[config.mk]
export PLATFORM = sky130hd
export DESIGN_NAME = float32_add_sub_core
export DESIGN_NICKNAME = d
export VERILOG_FILES = /design/src/sv/fas_pkg.sv /design/src/sv/float32_add_sub_core.sv /design/src/sv/fas_round.sv
export SDC_FILE = /design/constraint.sdc
export NUM_CORES = 1
export LEC_CHECK = 0
export ABC_AREA = 1
export BUFFER_PORTS_ARGS = -buffer_cell sky130_fd_sc_hd__buf_4
export CAP_MARGIN = 30
export CORE_AREA = 2 2 200 202
export DETAILED_ROUTE_END_ITERATION = 10
export DIE_AREA = 0 0 202 204
export PLACE_DENSITY = 0.74
export SYNTH_ARGS = -nofsm -noshare
export SYNTH_HDL_FRONTEND = slang
export SYNTH_SLANG_ARGS = --single-unit
[constraint.sdc]
create_clock -name clk_i -period 9.9 [get_ports clk_i]
set_clock_uncertainty 0.1 [all_clocks]
set_input_delay 0.99 -clock clk_i [delete_from_list [all_inputs] [get_ports clk_i]]
set_output_delay 0.99 -clock clk_i [all_outputs]
set_load 0.02 [all_outputs]
[src/sv/fas_pkg.sv]
// ---------------------------------------------------------------------------
// fas_pkg
// Shared constants and types for the single-precision add/subtract core.
// ---------------------------------------------------------------------------
package fas_pkg;

  localparam int unsigned ExpW   = 8;
  localparam int unsigned FracW  = 23;
  localparam int unsigned AccW   = 27;
  localparam int unsigned AlignLim = 24;
  localparam logic [ExpW-1:0] ExpMax = 8'hFF;

  // stage 1 -> stage 2: aligned operands
  typedef struct packed {
    logic            pass;
    logic [31:0]     pass_word;
    logic            sign;
    logic [ExpW-1:0] le;
    logic            sub;
    logic [AccW-1:0] lw;
    logic [AccW-1:0] sw;
  } align_t;

  // stage 2 -> stage 3: sum and leading-one position
  typedef struct packed {
    logic            pass;
    logic [31:0]     pass_word;
    logic            sign;
    logic [ExpW-1:0] le;
    logic [AccW-1:0] acc;
    logic            found;
    logic [4:0]      top;
  } norm_t;

endpackage

[src/sv/float32_add_sub_core.sv]
// ---------------------------------------------------------------------------
// float32_add_sub_core
// Single-precision add/subtract, three-stage pipeline.
// ---------------------------------------------------------------------------
// Usage:
//   Input channel: op_i, operand_a_i, operand_b_i with in_valid_i/in_ready_o.
//   op_i = 0 adds, op_i = 1 subtracts operand_b_i from operand_a_i.
//   Output channel: sum_bits_o with out_valid_o/out_ready_i.
//   One beat can enter every cycle while the output is not stalled.
//   Stage 1 orders and aligns, stage 2 adds and finds the leading one,
//   stage 3 normalises, rounds and packs into the output register.
//   When the receiver stalls, the pipeline holds; stages advance only into
//   empty slots, so in_ready_o drops once every stage is full.
//   Reset clears all valid bits; no result is pending after reset.
//   Rounding is half-up on the first dropped bit without sticky; overflow
//   gives infinity and underflow a signed zero.
// ---------------------------------------------------------------------------
module float32_add_sub_core (
  input  logic        clk_i,
  input  logic        rst_ni,
  input  logic        in_valid_i,
  output logic        in_ready_o,
  input  logic        op_i,
  input  logic [31:0] operand_a_i,
  input  logic [31:0] operand_b_i,
  output logic        out_valid_o,
  input  logic        out_ready_i,
  output logic [31:0] sum_bits_o
);

  logic v1_q, v2_q, v3_q;
  logic en1, en2, en3;
  fas_pkg::align_t s1_d, s1_q;
  fas_pkg::norm_t  s2_d, s2_q;
  logic [31:0]     s3_d, s3_q;

  // backpressure chain
  assign en3        = !v3_q || out_ready_i;
  assign en2        = !v2_q || en3;
  assign en1        = !v1_q || en2;
  assign in_ready_o = en1;

  // stage 1: order, align
  logic [31:0] b, lead, minor;
  logic [7:0]  le, se, shift;
  logic [23:0] sp;
  logic [26:0] sw;
  always_comb begin
    b = {operand_b_i[31] ^ op_i, operand_b_i[30:0]};
    if (operand_a_i[30:0] >= b[30:0]) begin
      lead = operand_a_i; minor = b;
    end else begin
      lead = b; minor = operand_a_i;
    end
    le    = lead[30:23];
    se    = minor[30:23];
    shift = le - se;
    sp    = (se == 8'd0) ? 24'd0 : {1'b1, minor[22:0]};
    if (shift >= 8'(fas_pkg::AlignLim))  sw = '0;
    else if (shift >= 8'd2)              sw = 27'(sp >> (shift - 8'd2));
    else                                 sw = 27'(sp) << (8'd2 - shift);
    s1_d.pass      = (le == fas_pkg::ExpMax);
    s1_d.pass_word = lead;
    s1_d.sign      = lead[31];
    s1_d.le        = le;
    s1_d.sub       = lead[31] ^ minor[31];
    s1_d.lw        = {2'b01, lead[22:0], 2'b00};
    s1_d.sw        = sw;
  end

  // stage 2: add, leading-one search
  logic [26:0] acc;
  always_comb begin
    acc = s1_q.sub ? s1_q.lw - s1_q.sw : s1_q.lw + s1_q.sw;
    s2_d.pass      = s1_q.pass;
    s2_d.pass_word = s1_q.pass_word;
    s2_d.sign      = s1_q.sign;
    s2_d.le        = s1_q.le;
    s2_d.acc       = acc;
    s2_d.found     = |acc;
    s2_d.top       = '0;
    for (int i = 0; i < 27; i++) begin
      if (acc[i]) s2_d.top = 5'(i);
    end
  end

  // stage 3: normalise, round, pack
  fas_round u_round (.n_i(s2_q), .word_o(s3_d));

  always_ff @(posedge clk_i or negedge rst_ni) begin
    if (!rst_ni) begin
      v1_q <= 1'b0; v2_q <= 1'b0; v3_q <= 1'b0;
    end else begin
      if (en1) v1_q <= in_valid_i;
      if (en2) v2_q <= v1_q;
      if (en3) v3_q <= v2_q;
    end
  end

  always_ff @(posedge clk_i) begin
    if (en1) s1_q <= s1_d;
    if (en2) s2_q <= s2_d;
    if (en3) s3_q <= s3_d;
  end

  assign out_valid_o = v3_q;
  assign sum_bits_o  = s3_q;

  // a stalled result holds
  assert property (@(posedge clk_i) disable iff (!rst_ni)
    out_valid_o && !out_ready_i |=> out_valid_o && $stable(sum_bits_o))
    else $error("result changed under stall");
  // full pipe stalled blocks input
  assert property (@(posedge clk_i) disable iff (!rst_ni)
    v1_q && v2_q && v3_q && !out_ready_i |-> !in_ready_o)
    else $error("input accepted into full pipe");
  // accepted beat lands in stage 1
  assert property (@(posedge clk_i) disable iff (!rst_ni)
    in_valid_i && in_ready_o |=> v1_q)
    else $error("beat lost at stage 1");

endmodule

[src/sv/fas_round.sv]
// ---------------------------------------------------------------------------
// fas_round
// Normalise, round half-up on one bit and pack the result word.
// ---------------------------------------------------------------------------
module fas_round (
  input  fas_pkg::norm_t n_i,
  output logic [31:0]    word_o
);

  logic [25:0] mant;
  logic [5:0]  ttop;
  logic [8:0]  e;
  logic [8:0]  k;
  logic [22:0] frac;
  logic [7:0]  ecl;

  always_comb begin
    mant = '0;
    if (n_i.found) begin
      if (n_i.top >= 5'd24) begin
        mant = 26'(n_i.acc >> (n_i.top - 5'd23))
             + 26'((n_i.acc >> (n_i.top - 5'd24)) & 27'd1);
      end else begin
        mant = 26'(n_i.acc << (5'd23 - n_i.top));
      end
    end
    ttop = {1'b0, n_i.top} + 6'(mant[25:24]);
    e    = '0;
    k    = '0;
    if (n_i.found) begin
      if (n_i.top >= 5'd25) begin
        k = 9'(ttop) - 9'd25;
        e = ((9'(fas_pkg::ExpMax) - 9'(n_i.le)) > k) ? 9'(n_i.le) + k
                                                     : 9'(fas_pkg::ExpMax);
      end else begin
        k = 9'd25 - 9'(ttop);
        e = (9'(n_i.le) > k) ? 9'(n_i.le) - k : 9'd0;
      end
    end
    ecl  = e[7:0];
    frac = (ecl == 8'd0 || ecl == fas_pkg::ExpMax) ? '0 : mant[22:0];
    word_o = n_i.pass ? n_i.pass_word : {n_i.sign, ecl, frac};
  end

endmodule
# After elaboration in Yosys (flattened, before gate mapping)
# Index checks and enable logic that the tools add are counted.
[word_totals] register_bits=203 latchBits=0 ramBits=0 romBits=0 mem_count=0
[classes] n_shift=5 bitwise=2 n_div=0 magnitude_cmp=7 muxes=38 reduce_logical=12 mul=0 add_sub_neg=15 n_eq_ne=2
[ops] op="$mux 32" count=3
[ops] op="$mux 5" count=14
[ops] op="$mux 27" count=2
[ops] op="$mux 26" count=2
[ops] op="$mux 4" count=8
[ops] op="$mux 8" count=4
[ops] op="$ge 31x31->1" count=1
[ops] op="$add 26x27->27" count=1
[ops] op="$reduce_or 27->1" count=1
[ops] op="$shl 24x8->27" count=1
[ops] op="$shl 27x5->26" count=1
[ops] op="$shr 24x8->27" count=1
[ops] op="$shr 27x5->1" count=1
[ops] op="$shr 27x5->26" count=1
[ops] op="$sub 26x27->27" count=1
[ops] op="$add 26x1->26" count=1
[ops] op="$mux 24" count=1
[ops] op="$mux 23" count=1
[ops] op="$eq 8x8->1 const B" count=2
[ops] op="$logic_not 8->1" count=2
[ops] op="$sub 8x8->8" count=2
[ops] op="$reduce_or 11->1" count=1
[ops] op="$ge 5x5->1 const B" count=2
[ops] op="$sub 5x5->5 const B" count=2
[ops] op="other kinds (18)" count=25

# Depth between registers and ports, before layout
[logic_depth] depth_word=27 mapped_depth=49

# Hierarchy
# Synthesis repeated with hierarchy kept, for this count alone.
[unflattened] cells_unflattened=2887 hier_area_um2=18591.6
[by_module_without_submodules] mod="float32_add_sub_core" n_inst=1 cells_each=1728 seq_area_each_um2=4849.7 area_per_inst_um2=12833.6
[by_module_without_submodules] mod="fas_round" n_inst=1 cells_each=1159 seq_area_each_um2=0.0 area_per_inst_um2=5758.0

# Worst setup path before layout
# No wires, ideal clock.
[synth_path] path_type="register to register" from="register s2_q[0] (netlist bit)" to="register s3_q[21] (netlist: sum_bits_o[21]) (data pin)" synth_period_minus_slack_ns=7.958 t_required_ns=9.541 setup_time_ns=0.259 stages_incl_launch_ff=49 t_arrival_ns=7.599 slack_ns=1.942 cell_sequence="edfxtp_1 inv_1 buf_2 buf_2 buf_1 ha_1 buf_2 clkbuf_1 nor2_1 a22oi_1 o21ai_0 a21oi_1 a211oi_1 a21oi_1 ha_1 nand2_1 nor2_2 nand2_1 (+13 left out) xor2_1 inv_1 ha_1 nand2_1 inv_1 a21oi_1 o21a_1 nor2_1 a211oi_1 xnor2_1 o311ai_0 nand2_1 inv_1 nand4_1 nand3_1 clkinv_1 o211ai_1 nand2_1"
[synth_via] elab_chain_cells=15
[synth_lines] element="start: declaration" line_no="float32_add_sub_core.sv:34" source="fas_pkg::norm_t s2_d, s2_q;"
[synth_lines] element="start signal: assignment" line_no="float32_add_sub_core.sv:102" source="if (en2) s2_q <= s2_d;"
[synth_lines] element="$sub 5x5->5, on equally long branches" line_no="fas_round.sv:21, fas_round.sv:22"
[synth_lines] element="$shr 27x5->26 or $shr 27x5->1 (tied branches)" line_no="fas_round.sv:21, fas_round.sv:22"
[synth_lines] element="$add 26x1->26" line_no="fas_round.sv:22" source="+ 26'((n_i.acc >> (n_i.top - 5'd24)) & 27'd1);"
[synth_lines] element="$mux 26" line_no="fas_round.sv:20" source="if (n_i.top >= 5'd24) begin"
[synth_lines] element="$mux 26" line_no="fas_round.sv:19" source="if (n_i.found) begin"
[synth_lines] element="$add 5x2->6" line_no="fas_round.sv:27" source="ttop = {1'b0, n_i.top} + 6'(mant[25:24]);"
[synth_lines] element="$sub 5x6->7 or $sub 6x5->7 (tied branches)" line_no="fas_round.sv:36, fas_round.sv:32"
[synth_lines] element="$sub 8x8->8, or another cell as far along" line_no="fas_round.sv:37" source="e = (9'(n_i.le) > k) ? 9'(n_i.le) - k : 9'd0;"
[synth_lines] element="$mux 8, on equally long branches" line_no="fas_round.sv:37, fas_round.sv:33"
[synth_lines] element="$mux 8" line_no="fas_round.sv:31" source="if (n_i.top >= 5'd25) begin"
[synth_lines] element="$mux 8" line_no="fas_round.sv:30" source="if (n_i.found) begin"
[synth_lines] element="$eq 8x8->1 or $logic_not 8->1 (tied branches)" line_no="fas_round.sv:41" source="frac = (ecl == 8'd0 || ecl == fas_pkg::ExpMax) ? '0 : mant[22:0];"
[synth_lines] element="$logic_or 1x1->1" line_no="fas_round.sv:41"
[synth_lines] element="$mux 23 (*)" line_no="fas_round.sv:41"
[synth_lines] element="$mux 32 (*)" line_no="fas_round.sv:42" source="word_o = n_i.pass ? n_i.pass_word : {n_i.sign, ecl, frac};"
[synth_lines] element="named net s3_d[21]" line_no="float32_add_sub_core.sv:35" source="logic [31:0] s3_d, s3_q;"
[synth_lines] element="end signal: assignment" line_no="float32_add_sub_core.sv:103" source="if (en3) s3_q <= s3_d;"
[synth_lines] element="end: declaration" line_no="float32_add_sub_core.sv:35"
# The timed path passes the listed nets; every way through them passes the cells marked *.
# A chain may end at the register's enable or synchronous reset.

# Worst setup path after layout
[layout_path] from="register s2_q[0] (netlist bit)" to="register s3_q[17] (netlist: sum_bits_o[17]) (data pin)"
# The elaborated chain is that of the path after synthesis.

==> reports/qor.txt <==
run status: complete, no violations
Register Area: 0.00485 sq mm
Clk Latency, worst-skew pair: 0.44 ns
Worst Reg-to-Reg Cells: 44
crit path kind: reg2reg
Async S/R FF share, synth: 1.85%
XOR/XNOR Fraction of Synth Area: 3.15%
largest family of logic cells by synthesized area: simple AND/OR/NAND/NOR gates
synth top area cells: edfxtp_1 (27%), nand2_1 (17%), ha_1 (8.5%)
RSZ-0062 raised after global routing: false
Synthesis Warnings: 0
Reg clk slew, reported paths: 0.07 ns
Starting Density: 44.6%
DP Cell Count: 3219
critical path's most frequent cell: nand2_1
library cells used by synthesis: 61
VDD IR max: 0.229 mV
final worst path period share: 89.0%
sequential fraction of the synthesis area: 27.8%
num rows: 73
CTS Buf Count: 17
worst r2r src: s2_q[0]
Inserted Diodes: 0
Worst-Margin Slew: 0.956 ns
ys flop type: edfxtp_1
GRT Total Usage: 27.7%
CTS Root Cell: clkbuf_16
cell area after synthesis: 0.0175 sq mm
CTS Hold Bufs: 0
global-route wire length before repair: 89500 um
Final #Nets: 2905
vias in the first global route: 16700
DRT antenna net count: 0
Die ar.: 0.0412 sq mm
Rel. slew slack: 36.1%
largest net degree at the start of global routing: 116
fin area: 0.0192 sq mm
Die W: 202 um
area grow syn2layout: 9.85%
Initial DRC Count: 1896
I/O Buffers: 102
Max stage delay on crit path: 0.58 ns
min cycle time layout: 8.81 ns
io pins: 103
Slew Limit Fails: 0
number of synthesized flops with an enable pin: 159
mux contribution to synthesized area: 0.401%
setup TNS: 0 ns
Post-Route WL: 57400 um
placed cell area: 0.0186 sq mm
core area: 0.0392 sq mm
FILL cells: 3974
syn_nets: 2872
initial antenna violation count: 0
Synth Instances: 2681
synth cell count leaders: nand2_1 (790), inv_1 (339), o21ai_0 (249), nand3_1 (243), nor2_1 (171)
r2r setup slk: 1.09 ns
post-DR vias/cell: 5.56
PwrDens: 337 mW/mm^2
Overall Power: 6.46 mW
post-synthesis simple-gate area fraction: 32.7%
slowest stage cell, crit path: edfxtp_1
DRC: 0
HP Class: in2async
Post-Synth Adder-Cell Area: 8.91%
# setup viols final: 0
Final GP Congestion: 1.00
data arrival time of the worst path: 8.89 ns
CTS tree: yes
GRT overflow: 0
Die Y: 204 um
Post-Layout Cell Count: 3252
post-synth top area share: 27.3%
most instantiated library cell after synthesis: nand2_1
Startpoint Class: register
critical path required time: 9.99 ns
#FFs+latches synth: 162
Synth Area in Compound Gates: 16.5%
layout cells sized above 1: 8.51%
DR WL/cell: 17.7 um
HPWL Detailed: 46600 um
max frequency: 0.114 GHz
Crit Path Max Fanout: 25
R2R Path End: sum_bits_o[17]
P_leak: 9.25 nW
DRT Pass-1 Iters: 6
via count: 18100
Max Cap Violations: 0
CP Capture Type: register
Clock Sinks: 162
synthesized area per cell: 6.51 sq um
endpoints failing hold: 0
footprint of the multi-input gates: 0.0108 sq mm
H-Tree Depth: 4
Yosys top cell by area: edfxtp_1
Clock Path Buffers: 2
==> area by class of cell <==
class | instances | area share (%)
multi-input cells | 2049 | 56.2
flip-flops and latches | 162 | 25.3
inverters | 351 | 6.87
repair buffers | 133 | 5.20
well taps | 525 | 3.42
clock buffers | 18 | 2.24
clock inverters | 14 | 0.744
==> stage by stage <==
| stage | utilization, % | setup WS [ns] | hold WS (ns) |
|---|---|---|---|
| final | 49.0 | 1.09 | 0.227 |
| after global placement | 47.4 | 0.968 | 0.304 |
| after floorplan | - | 1.94 | 0.300 |
| after detailed placement | 47.4 | 0.786 | 0.305 |
| after CTS | 48.9 | 0.751 | 0.210 |
| after global routing | 49.0 | 0.172 | 0.215 |
==> worst max-delay path by stage <==
stage               slack (ns)             end    start  cells past startpoint
floorplan                 1.94  sum_bits_o[21]  s2_q[0]                     48
global route              0.17  sum_bits_o[17]  s2_q[0]                     44
global placement          0.97  sum_bits_o[19]  s2_q[0]                     41
finish                    1.09  sum_bits_o[17]  s2_q[0]                     44
detailed placement        0.79  sum_bits_o[17]  s2_q[0]                     41
CTS                       0.75  sum_bits_o[17]  s2_q[0]                     41
==> layer usage <==
metal	wire, um	track usage [%]
met2	27300	48.1
met3	3770	2.82
met1	23700	34.6
met5	0	0
met4	2660	12.8
==> state kept, by name (all words and copies together) (netlist names) <==
name / count
s1_q: 61
v2_q: 1
v1_q: 1
sum_bits_o: 32
s2_q: 66
out_valid_o: 1
==> report_power, final <==
part	internal (mW)	switching (mW)
clock	0.355	0.298
sequential	1.03	0.125
combinational	1.48	3.17
==> worst max-delay path: cells and delay by family (launching register included) <==
kind | cells | cell delay, ns
and+or+nand+nor | 16 | 2.45
muxes | 1 | 0.28
DFF | 1 | 0.58
AOI/OAI and AO/OA | 10 | 1.48
buffers and inverters | 8 | 1.23
xor gates and xnor gates | 3 | 0.76
adders and majority gates | 6 | 1.72
==> repair_timing <==
item | in CTS | in global routing
resized for setup | 0 | 2
buffers inserted | 0 | 1
endpoints found under the hold margin | 0 | 0
endpoints found under the setup margin | 0 | 10
==> kinds of logic after synthesis <==
family	count (synthesis)
mux	7
xor+xnor	61
fa+ha+maj	122
buf+inv	470
flops	162
compound gates	520
simple gates	1339
==> cells in the final DEF (no fill, tap or decap), drive strengths merged, types with 25 or more instances in the layout <==
cell type / count
nand2: 814
inv: 355
o21ai: 265
nand3: 245
nor2: 184
edfxtp: 159
a21oi: 153
buf: 132
ha: 118
xor2: 53
nand4: 36
nor3: 25
No activity file was read; power rests on OpenSTA's default activity.
